## src/sv/ritd_pkg.sv

```systemverilog
`timescale 1ns / 1ps
package ritd_pkg;

	localparam int MAX_DIGITS_DEF = 64;

	localparam int VALUE_W = 64;
	localparam int RADIX_W = 5;
	localparam int DIGIT_W = 4;
	localparam int CHAR_W  = 7;
	localparam int COUNT_W = 7;
	localparam int CHUNK_W = 8;
	localparam int UPC_W   = 3;

	localparam int S_TDATA_W = ((VALUE_W + RADIX_W + 7) / 8) * 8;
	localparam int M_TDATA_W = ((CHAR_W + COUNT_W + 7) / 8) * 8;

	localparam logic [RADIX_W-1:0] RADIX_MIN = RADIX_W'(2);
	localparam logic [RADIX_W-1:0] RADIX_MAX = RADIX_W'(16);

	// lower-case digit characters
	localparam logic [CHAR_W-1:0] GLYPHS [16] = '{
		7'h30, 7'h31, 7'h32, 7'h33, 7'h34, 7'h35, 7'h36, 7'h37,
		7'h38, 7'h39, 7'h61, 7'h62, 7'h63, 7'h64, 7'h65, 7'h66
	};

	// datapath operations
	localparam logic [2:0] OP_WAIT  = 3'd0;
	localparam logic [2:0] OP_CHECK = 3'd1;
	localparam logic [2:0] OP_DIV   = 3'd2;
	localparam logic [2:0] OP_STORE = 3'd3;
	localparam logic [2:0] OP_PREP  = 3'd4;
	localparam logic [2:0] OP_EMIT  = 3'd5;
	localparam logic [2:0] OP_INVAL = 3'd6;
	localparam logic [2:0] OP_NOP   = 3'd7;

	// jump conditions
	localparam logic [2:0] C_NEVER      = 3'd0;
	localparam logic [2:0] C_ALWAYS     = 3'd1;
	localparam logic [2:0] C_GOOD       = 3'd2;
	localparam logic [2:0] C_CHUNK_MORE = 3'd3;
	localparam logic [2:0] C_MORE       = 3'd4;
	localparam logic [2:0] C_K_NZ       = 3'd5;

	typedef struct packed {
		logic [2:0]       op;
		logic [2:0]       cond;
		logic [UPC_W-1:0] target;
	} ctrl_t;

	typedef struct packed {
		logic good_radix;
		logic chunk_more;
		logic more_digits;
		logic k_nonzero;
	} flags_t;

endpackage

```

## src/sv/ritd_ram.sv

```systemverilog
`timescale 1ns / 1ps
module ritd_ram #(
	parameter int WIDTH = 4,
	parameter int DEPTH = 64
) (
	input  logic                     clk,
	input  logic                     we,
	input  logic [$clog2(DEPTH)-1:0] waddr,
	input  logic [WIDTH-1:0]         wdata,
	input  logic                     re,
	input  logic [$clog2(DEPTH)-1:0] raddr,
	output logic [WIDTH-1:0]         rdata
);

	logic [WIDTH-1:0] mem_q [DEPTH];

	always_ff @(posedge clk) begin
		if (we) begin
			mem_q[waddr] <= wdata;
		end
		if (re) begin
			rdata <= mem_q[raddr];
		end
	end

endmodule

```

## src/sv/ritd_useq.sv

```systemverilog
`timescale 1ns / 1ps
module ritd_useq (
	input  logic            clk,
	input  logic            arst_n,
	input  logic            hold,
	input  ritd_pkg::flags_t flags,
	output ritd_pkg::ctrl_t  ctrl
);

	import ritd_pkg::*;

	logic [UPC_W-1:0] upc_q;
	logic             jump;

	// microprogram: one control word per step
	function automatic ctrl_t rom(input logic [UPC_W-1:0] a);
		ctrl_t w;
		w = '{op: OP_NOP, cond: C_ALWAYS, target: UPC_W'(0)};
		unique case (a)
			3'd0: w = '{op: OP_WAIT,  cond: C_NEVER,      target: UPC_W'(0)};
			3'd1: w = '{op: OP_CHECK, cond: C_GOOD,       target: UPC_W'(4)};
			3'd2: w = '{op: OP_INVAL, cond: C_ALWAYS,     target: UPC_W'(0)};
			3'd3: w = '{op: OP_NOP,   cond: C_ALWAYS,     target: UPC_W'(0)};
			3'd4: w = '{op: OP_DIV,   cond: C_CHUNK_MORE, target: UPC_W'(4)};
			3'd5: w = '{op: OP_STORE, cond: C_MORE,       target: UPC_W'(4)};
			3'd6: w = '{op: OP_PREP,  cond: C_NEVER,      target: UPC_W'(0)};
			3'd7: w = '{op: OP_EMIT,  cond: C_K_NZ,       target: UPC_W'(7)};
			default: w = '{op: OP_NOP, cond: C_ALWAYS, target: UPC_W'(0)};
		endcase
		return w;
	endfunction

	assign ctrl = rom(upc_q);

	always_comb begin
		unique case (ctrl.cond)
			C_ALWAYS:     jump = 1'b1;
			C_GOOD:       jump = flags.good_radix;
			C_CHUNK_MORE: jump = flags.chunk_more;
			C_MORE:       jump = flags.more_digits;
			C_K_NZ:       jump = flags.k_nonzero;
			default:      jump = 1'b0;
		endcase
	end

	// step counter wraps from the last step back to the wait step
	always_ff @(posedge clk or negedge arst_n) begin
		if (!arst_n) begin
			upc_q <= '0;
		end else if (!hold) begin
			upc_q <= jump ? ctrl.target : upc_q + UPC_W'(1);
		end
	end

endmodule

```

## src/sv/radix_integer_to_digits_core.sv

```systemverilog
`timescale 1ns / 1ps
// channel   dir  fields (lowest bit up)                          transfer when
// s_axis    in   tdata: value[63:0], radix[68:64], zero pad      s_tvalid & s_tready
// m_axis    out  tdata: digit_char[6:0], digit_count[13:7], pad  m_tvalid & m_tready
//                tuser: invalid_radix, tlast: last
//
// division: each digit takes 8 steps of 8 quotient bits, then a store step,
// and a value with d digits repeats this d times before its d digits are emitted;
// the steps run on the shared 8-bit-per-cycle long-division unit.
// a bad radix gives its single transfer from the invalid step, which follows the check step.
// reset clears the step counter and the output valid; the digit store needs no clearing.
// a stalled output holds the emit or invalid step; input is taken only in the wait step.
module radix_integer_to_digits_core #(
	parameter int MAX_DIGITS = ritd_pkg::MAX_DIGITS_DEF
) (
	input  logic                           clk,
	input  logic                           arst_n,
	input  logic                           s_tvalid,
	output logic                           s_tready,
	input  logic [ritd_pkg::S_TDATA_W-1:0] s_tdata,  // value, radix
	output logic                           m_tvalid,
	input  logic                           m_tready,
	output logic [ritd_pkg::M_TDATA_W-1:0] m_tdata,  // digit_char, digit_count
	output logic                           m_tuser,  // invalid_radix
	output logic                           m_tlast
);

	import ritd_pkg::*;

	localparam int ADDR_W = $clog2(MAX_DIGITS);
	localparam int CNT_W  = $clog2(MAX_DIGITS + 1);

	ctrl_t  ctrl;
	flags_t flags;
	logic   hold;

	// datapath registers
	logic [VALUE_W-1:0] val_q;
	logic [RADIX_W-1:0] radix_q;
	logic [DIGIT_W-1:0] rem_q;
	logic [2:0]         chunk_q;
	logic [CNT_W-1:0]   n_q;
	logic [ADDR_W-1:0]  k_q;

	// output register
	logic                 m_valid_q;
	logic [CHAR_W-1:0]    m_char_q;
	logic [COUNT_W-1:0]   m_count_q;
	logic                 m_inval_q;
	logic                 m_last_q;

	logic                 slot_busy;
	logic                 out_ld;
	logic [CHUNK_W-1:0]   q_byte;
	logic [DIGIT_W-1:0]   rem_nxt;
	logic                 ram_we;
	logic                 ram_re;
	logic [ADDR_W-1:0]    ram_raddr;
	logic [DIGIT_W-1:0]   ram_rdata;

	ritd_useq u_useq (
		.clk    (clk),
		.arst_n (arst_n),
		.hold   (hold),
		.flags  (flags),
		.ctrl   (ctrl)
	);

	ritd_ram #(
		.WIDTH (DIGIT_W),
		.DEPTH (MAX_DIGITS)
	) u_store (
		.clk   (clk),
		.we    (ram_we),
		.waddr (n_q[ADDR_W-1:0]),
		.wdata (rem_q),
		.re    (ram_re),
		.raddr (ram_raddr),
		.rdata (ram_rdata)
	);

	assign slot_busy = m_valid_q && !m_tready;

	// a step stalls on a missing input or a full output slot
	always_comb begin
		unique case (ctrl.op)
			OP_WAIT:          hold = !s_tvalid;
			OP_EMIT, OP_INVAL: hold = slot_busy;
			default:          hold = 1'b0;
		endcase
	end

	assign s_tready = (ctrl.op == OP_WAIT);
	assign out_ld   = ((ctrl.op == OP_EMIT) || (ctrl.op == OP_INVAL)) && !hold;

	// eight restoring division steps on the top byte of the dividend
	always_comb begin
		logic [DIGIT_W:0] t;
		logic [DIGIT_W-1:0] r;
		r      = rem_q;
		q_byte = '0;
		for (int i = CHUNK_W - 1; i >= 0; i--) begin
			t = {r, val_q[VALUE_W-CHUNK_W+i]};
			if (t >= radix_q) begin
				q_byte[i] = 1'b1;
				t         = t - radix_q;
			end
			r = t[DIGIT_W-1:0];
		end
		rem_nxt = r;
	end

	assign flags.good_radix  = (radix_q >= RADIX_MIN) && (radix_q <= RADIX_MAX);
	assign flags.chunk_more  = (chunk_q != 3'd7);
	assign flags.more_digits = (val_q != '0)
		&& (({1'b0, n_q} + (CNT_W+1)'(1)) < (CNT_W+1)'(MAX_DIGITS));
	assign flags.k_nonzero   = (k_q != '0);

	assign ram_we    = (ctrl.op == OP_STORE);
	assign ram_re    = (ctrl.op == OP_PREP) || (out_ld && (ctrl.op == OP_EMIT) && (k_q != '0));
	assign ram_raddr = (ctrl.op == OP_PREP) ? ADDR_W'(n_q - CNT_W'(1)) : k_q - ADDR_W'(1);

	always_ff @(posedge clk) begin
		unique case (ctrl.op)
			OP_WAIT: begin
				if (s_tvalid) begin
					val_q   <= s_tdata[VALUE_W-1:0];
					radix_q <= s_tdata[VALUE_W +: RADIX_W];
				end
			end
			OP_CHECK: begin
				n_q     <= '0;
				rem_q   <= '0;
				chunk_q <= '0;
			end
			OP_DIV: begin
				// quotient bits shift in below, so val_q ends as the quotient
				val_q   <= {val_q[VALUE_W-CHUNK_W-1:0], q_byte};
				rem_q   <= rem_nxt;
				chunk_q <= chunk_q + 3'd1;
			end
			OP_STORE: begin
				n_q     <= n_q + CNT_W'(1);
				rem_q   <= '0;
				chunk_q <= '0;
			end
			OP_PREP: begin
				k_q <= ADDR_W'(n_q - CNT_W'(1));
			end
			OP_EMIT: begin
				if (!hold && (k_q != '0)) begin
					k_q <= k_q - ADDR_W'(1);
				end
			end
			default: begin
			end
		endcase
	end

	// result payload
	always_ff @(posedge clk) begin
		if (out_ld) begin
			if (ctrl.op == OP_INVAL) begin
				m_char_q  <= '0;
				m_count_q <= '0;
				m_inval_q <= 1'b1;
				m_last_q  <= 1'b1;
			end else begin
				m_char_q  <= GLYPHS[ram_rdata];
				m_count_q <= COUNT_W'(n_q);
				m_inval_q <= 1'b0;
				m_last_q  <= (k_q == '0);
			end
		end
	end

	always_ff @(posedge clk or negedge arst_n) begin
		if (!arst_n) begin
			m_valid_q <= 1'b0;
		end else if (out_ld) begin
			m_valid_q <= 1'b1;
		end else if (m_tready) begin
			m_valid_q <= 1'b0;
		end
	end

	assign m_tvalid = m_valid_q;
	assign m_tdata  = {(M_TDATA_W - CHAR_W - COUNT_W)'(0), m_count_q, m_char_q};
	assign m_tuser  = m_inval_q;
	assign m_tlast  = m_last_q;

	// a bad radix is a single result that closes its conversion
	a_inval_last: assert property (@(posedge clk) disable iff (!arst_n)
		m_tvalid && m_tuser |-> m_tlast && (m_tdata[CHAR_W +: COUNT_W] == '0))
		else $error("invalid-radix transfer without last or with nonzero count");

	// a good conversion always reports between one and the limit of digits
	a_count_range: assert property (@(posedge clk) disable iff (!arst_n)
		m_tvalid && !m_tuser |-> (m_tdata[CHAR_W +: COUNT_W] != '0)
			&& (m_tdata[CHAR_W +: COUNT_W] <= COUNT_W'(MAX_DIGITS)))
		else $error("digit count out of range");

	// the digit counter never passes the store depth
	a_n_bound: assert property (@(posedge clk) disable iff (!arst_n)
		ctrl.op == OP_STORE |-> ({1'b0, n_q} < (CNT_W+1)'(MAX_DIGITS)))
		else $error("digit store overrun");

	// the last digit loaded ends the emit loop
	a_emit_end: assert property (@(posedge clk) disable iff (!arst_n)
		out_ld && ctrl.op == OP_EMIT && k_q == '0 |=> s_tready)
		else $error("sequencer did not return to wait after last digit");

endmodule
```

## config.mk

```make
export PLATFORM = sky130hd
export DESIGN_NAME = radix_integer_to_digits_core
export DESIGN_NICKNAME = d
export VERILOG_FILES = /design/src/sv/ritd_pkg.sv /design/src/sv/ritd_ram.sv /design/src/sv/ritd_useq.sv /design/src/sv/radix_integer_to_digits_core.sv
export SDC_FILE = /design/constraint.sdc
export NUM_CORES = 1
export LEC_CHECK = 0
export BUFFER_PORTS_ARGS = -buffer_cell sky130_fd_sc_hd__buf_2
export CAP_MARGIN = 20
export CORE_MARGIN = 2
export CORE_UTILIZATION = 48
export DETAILED_ROUTE_END_ITERATION = 10
export PLACE_DENSITY = 0.65
export SLEW_MARGIN = 20
export SYNTH_ARGS = -nofsm -noshare
export SYNTH_HDL_FRONTEND = slang
export SYNTH_SLANG_ARGS = --single-unit
```

## constraint.sdc

```tcl
create_clock -name clk -period 18.9 [get_ports clk]
set_input_delay 0 -clock clk [delete_from_list [all_inputs] [get_ports clk]]
set_output_delay 0 -clock clk [all_outputs]
set_load 0.05 [all_outputs]
```

==> results of run 1 <==
==> layout make-up <==
type	count	area (µm²)
diodes	1	2.50
clock buffers	47	1010
clock inverters	24	133
fillers	3005	16000
inverters	42	158
multi-input cells	904	6070
flip-flops and latches	369	11100
well taps	468	586
repair buffers	175	1270
==> worst max path at each step <==
stage | to | slack, ps | depth (start not counted)
2_1_floorplan | rem_q[3] | 6920 | 48
3_3_place_gp | rem_q[3] | 5570 | 50
3_5_place_dp | rem_q[3] | 5490 | 50
4_1_cts | rem_q[3] | 5420 | 50
5_1_grt | rem_q[3] | 4060 | 50
6_report | rem_q[3] | 5340 | 50
==> metal layers <==
metal	part of all wire [%]	global-route usage (%)	vias to the layer above
met3	5.6	3.18	86
met4	3.4	8.28	0
li1	-	-	5410
met1	42	28.6	5488
met5	0	0	-
met2	49	37.2	360
==> sequential cells by signal, indices dropped and copies added (netlist names) <==
name,cells
u_store.rdata,4
m_tlast,1
rem_q,4
chunk_q,3
val_q,64
m_char_q,7
m_tvalid,1
u_useq.upc_q,3
u_store.mem_q,256
m_tuser,1
n_q,7
m_count_q,7
radix_q,5
k_q,6
==> repair_timing <==
action | 4_1_cts | 5_1_grt
hold buffers | 73 | 0
endpoints found under the hold margin | 80 | 0
endpoints found under the setup margin | 0 | 0
==> cell families (layout without fill, tap and decap cells) <==
kind of cell / Yosys count / in the layout / synth area share (%)
compound gates: 136 / 136 / 5.08
xor+xnor: 26 / 26 / 1.30
simple gates: 520 / 520 / 13.7
mux: 160 / 160 / 9.66
buf+inv: 104 / 288 / 2.62
other cells: 1 / 3 / 0.0214
flops: 369 / 369 / 63.0
fa+ha+maj: 60 / 60 / 4.62
==> worst reg2reg max path, delay by kind of cell, from the launching register on <==
| kind | cells | cell delay, ps |
|---|---|---|
| AO/OA/AOI/OAI | 25 | 6590 |
| adder cells (fa/ha/maj) | 8 | 2420 |
| multiplexers | 6 | 2260 |
| buffers and inverters | 6 | 880 |
| flip-flops | 1 | 710 |
| AND/OR/NAND/NOR | 5 | 480 |
==> per-stage QoR <==
stage	worst slack, ps	area [µm²]	hold WS [ps]
6_report	5340	20300	187
3_3_place_gp	5570	18400	-194
5_1_grt	4060	20300	193
2_1_floorplan	6920	17500	-296
4_1_cts	5420	20300	168
3_5_place_dp	5490	18400	-193
==> layout by cell type, fill, tap and decap left out, drive strengths merged, types with 47 or more instances in the layout <==
cell type    netlist  final
dlygate4sd3        0     73
buf               29    102
a21oi             47     47
mux2i             89     89
edfxtp           365    365
clkbuf            33     47
ha                52     52
nand2            194    194
nand3            115    115
mux2              71     71
nor2             114    114
==> flow_summary_export.csv, run 1 <==
group,metric,value,unit
status,status,"completed",
worst_setup_path,worstReg2RegEnd,"rem_q[3]",
worst_setup_path,cpPeakStageDelay,710,ps
worst_setup_path,path_class,"flip-flop to flip-flop",
synthesis,synth_commonest_cells,"365 x edfxtp_1, 194 x nand2_1, 115 x nand3_1, 112 x nor2_1, 88 x mux2i_1",
floorplanning,initial_core_util,48.4,%
synthesis,synth_edf_count,365,
routing,vias,11344,
synthesis,yosysMostFrequentCell,"edfxtp_1",
cts,insertion_delay,530,ps
synthesis,ys_warn_count,0,
synthesis,synth.distinct_cells,67,
worst_setup_path,crit_buf_inv,6,
cts,tritoncts,"done",
synthesis,yosys_register_bits,369,
cells_and_area,final_cell_count_no_fill,2030,
worst_setup_path,end_kind,"flip-flop",
synthesis,synthCells,1376,
synthesis,avgSynthCellArea,12.8,µm²
synthesis,netlist_area,17500,µm²
cts,cts_made_buffers,39,
routing,dr.pass1.iters,5,
min_path,min_path_cells,2,
cts,clk_pin_slew,50,ps
synthesis,synth_area_leaders,"edfxtp_1 62%, mux2i_1 5.0%, mux2_2 4.6%",
floorplanning,boundaryPins,96,
cells_and_area,drive_gt1_share,15.7,%
timing,tightest_slew,1030,ps
global_route,grt_start_max_net_pins,81,
floorplanning,die_w,195,µm
worst_setup_path,cp_common_cell,"a21o_1",
floorplanning,die_h,195,µm
global_route,grt_overflow_total,0,
timing,max_freq,0.0737,GHz
cts,htree_levels,2,
cts,postCtsResizedCells,0,
min_path,hp-start,"s_tdata[64]",
global_route,first_global_vias,11691,
timing,hold_violations,0,
worst_setup_path,critPathLaunch,"radix_q[1]",
cts,cts-root-buf,"clkbuf_16",
timing,max_slew_margin,30.9,%
worst_setup_path,worst_ep_required_time,19190,ps
synthesis,synth_top_area_share,62.5,%
worst_setup_path,regToRegStartpoint,"radix_q[1]",
placement,gp_congestion,0.798,
worst_setup_path,rrSetupSlack,5340,ps
placement,placed_cells,1885,
routing,drt-total-wl,40.9,mm
timing,rsz0062_at_grt,"false",
routing,via_per_inst,5.59,
routing,drt-initial-drc-count,793,
synthesis,async_flop_share,1.08,%
cells_and_area,utilization,55.9,%
global_route,grtUsageTotal,21.9,%
routing,drc,0,
placement,hpwlAfterDp,25.5,mm
timing,final-setup-viol-count,0,
timing,totalNegativeSetupSlack,0,ps
worst_setup_path,path_max_fanout,10,
floorplanning,core-area,36300,µm²
global_route,grt_pass1_wl,64.9,mm
min_path,hold_path_class,"primary input to flip-flop",
routing,routedWlPerCell,20.1,µm
timing,finalCritPeriodShare,71.8,%
worst_setup_path,reg2reg_depth,50,
timing,report.final.slew_viol_count,0,
timing,clock_skew,27.4,ps
floorplanning,rows,70,
worst_setup_path,start_kind,"flip-flop",
cells_and_area,area_growth,15.6,%
synthesis,synth-seq-area-share,63.0,%
cts,post-cts-setup-buffers,0,
timing,fin_crit,13560,ps
min_path,hold_end,"radix_q[0]",
placement,port_buffers,90,
worst_setup_path,critPathTopFamily,"compound AO/OA/AOI/OAI gates",
cts,cts.sinks,369,
cts,cts.path.max_buffers,3,
routing,detail-route-antenna-nets,0,
synthesis,synth_ff_type,"edfxtp_1",
synthesis,yosysTopAreaCell,"edfxtp_1",
global_route,antenna_found_initial,1,
floorplanning,die-area,38100,µm²
cells_and_area,fin_nets,1667,
worst_setup_path,cp.arrival,13850,ps
flow_run,maxCapViolCount,0,
worst_setup_path,cp_slowest_cell,"edfxtp_1",
Power of run 1 is not shown: default switching activity piles up to over one toggle a cycle in this logic, so the estimate is an artifact.
==> inputs of run 2 (changes only) <==
Clock period 18.9 ns to 14.12 ns, I/O delays scaled along.
==> flow_summary_export.csv, run 2 (synthesis results as in run 1) <==
group,metric,value,unit
timing,final-setup-viol-count,0,
worst_setup_path,worst_ep_required_time,14420,ps
worst_setup_path,path_class,"flip-flop to flip-flop",
floorplanning,core-area,36300,µm²
timing,clock_skew,21.5,ps
timing,fin_crit,12840,ps
cts,htree_levels,2,
flow_run,maxCapViolCount,0,
timing,max_slew_margin,22.6,%
cells_and_area,regArea,11100,µm²
cts,cts_made_buffers,40,
cells_and_area,largest_registers,"u_store.mem_q x256, val_q x64",
cells_and_area,fin_nets,1668,
floorplanning,initial_core_util,48.4,%
floorplanning,rows,70,
cts,insertion_delay,550,ps
timing,totalNegativeSetupSlack,0,ps
cts,cts-root-buf,"clkbuf_16",
status,status,"completed",
cells_and_area,layout_commonest_cell,"edfxtp_1",
routing,via_per_inst,5.63,
cells_and_area,mostFrequentLayoutCells,"365 x edfxtp_1, 194 x nand2_1, 115 x nand3_1",
timing,finalCritPeriodShare,90.9,%
timing,rsz0062_at_grt,"false",
cts,cts.sinks,369,
floorplanning,die-area,38100,µm²
timing,report.final.slew_viol_count,0,
floorplanning,boundaryPins,96,
global_route,first_global_vias,11513,
worst_setup_path,start_kind,"flip-flop",
worst_setup_path,cp_slowest_cell,"edfxtp_1",
cts,cts.path.max_buffers,3,
global_route,grt_pass1_wl,64.9,mm
timing,hold_violations,0,
timing,max_freq,0.0779,GHz
cells_and_area,area_growth,16.0,%
worst_setup_path,path_max_fanout,10,
routing,routedWlPerCell,20.5,µm
routing,drt-total-wl,41.5,mm
cells_and_area,largest_reg_flops,256,
global_route,grt_overflow_total,0,
floorplanning,die_h,195,µm
timing,tightest_slew,1150,ps
cells_and_area,multiInputGateArea,6080,µm²
cts,tritoncts,"done",
cells_and_area,num-fill-cells,3023,
global_route,antenna_found_initial,1,
routing,drc,0,
routing,detail-route-antenna-nets,0,
worst_setup_path,cpPeakStageDelay,710,ps
worst_setup_path,end_kind,"flip-flop",
placement,port_buffers,90,
global_route,grt_start_max_net_pins,81,
routing,dr.pass1.iters,5,
cts,clk_pin_slew,50,ps
placement,gp_congestion,0.831,
cells_and_area,top_register,"u_store.mem_q",
floorplanning,die_w,195,µm
placement,hpwlAfterDp,25.5,mm
routing,drt-initial-drc-count,764,
global_route,grtUsageTotal,22.0,%
min_path,hold_path_class,"primary input to flip-flop",
worst_setup_path,cp.arrival,13130,ps
worst_setup_path,cp_common_cell,"a21o_1",
routing,vias,11420,
cells_and_area,drive_gt1_share,15.6,%
[run 2: timing repair]
item | CTS | global route
hold buffers | 73 | 0
gates resized for setup | 0 | 2
endpoints found under the hold margin | 80 | 0
buffers inserted | 0 | 0
endpoints found under the setup margin | 0 | 4
[run 2: layer usage]
layer	part of all wire [%]	global-route usage [%]	vias up	wire length, µm
met4	2.8	7.69	0	1180
met5	0	0	-	0
met3	5.5	3.70	77	2280
li1	-	-	5415	-
met2	49	37.3	362	20300
met1	43	28.8	5566	17800
[run 2: area by class of cell]
cell class	count	area share, %
Tap cell	468	2.88
Sequential cell	369	54.3
Clock buffer	51	5.22
Timing Repair Buffer	175	6.25
Multi-Input combinational cell	904	29.9
Inverter	42	0.774
Antenna cell	1	0.0123
Clock inverter	18	0.676
[run 2: critical path, delay by kind of cell, from the launching register on]
family	cells	cell delay [ps]
multiplexers	6	2260
adder cells (fa/ha/maj)	8	2430
buffers and inverters	6	870
AO/OA/AOI/OAI	25	5810
flip-flops	1	710
AND/OR/NAND/NOR	5	490
[run 2: path summary, 6_finish.rpt]
check / startpoint / to / slack (ps) / cells past startpoint
worst max-delay path: radix_q[1] / rem_q[3] / 1280 / 50
worst min-delay path: s_tdata[64] / radix_q[0] / 180 / 2
worst max register to register: radix_q[1] / rem_q[3] / 1280 / 50
worst min register to register: m_tvalid / m_tvalid / 560 / 2
max in group asynchronous: arst_n / u_useq.upc_q[2] / 13600 / 3
min in group asynchronous: arst_n / m_tvalid / 340 / 3
[run 2: through the flow]
stage | utilization, % | cells | hold WS, ps | setup slack, ps | instance area, µm²
after floorplan | - | 1377 | -296 | 2140 | 17500
after global placement | 50.8 | 1885 | -193 | 1190 | 18400
after detailed placement | 50.8 | 1885 | -192 | 932 | 18400
after CTS | 56.1 | 2027 | 158 | 855 | 20300
after global routing | 56.1 | 2028 | 187 | 97.5 | 20400
final | 56.1 | 2028 | 184 | 1280 | 20400
Power of run 2 is left out for the same reason.
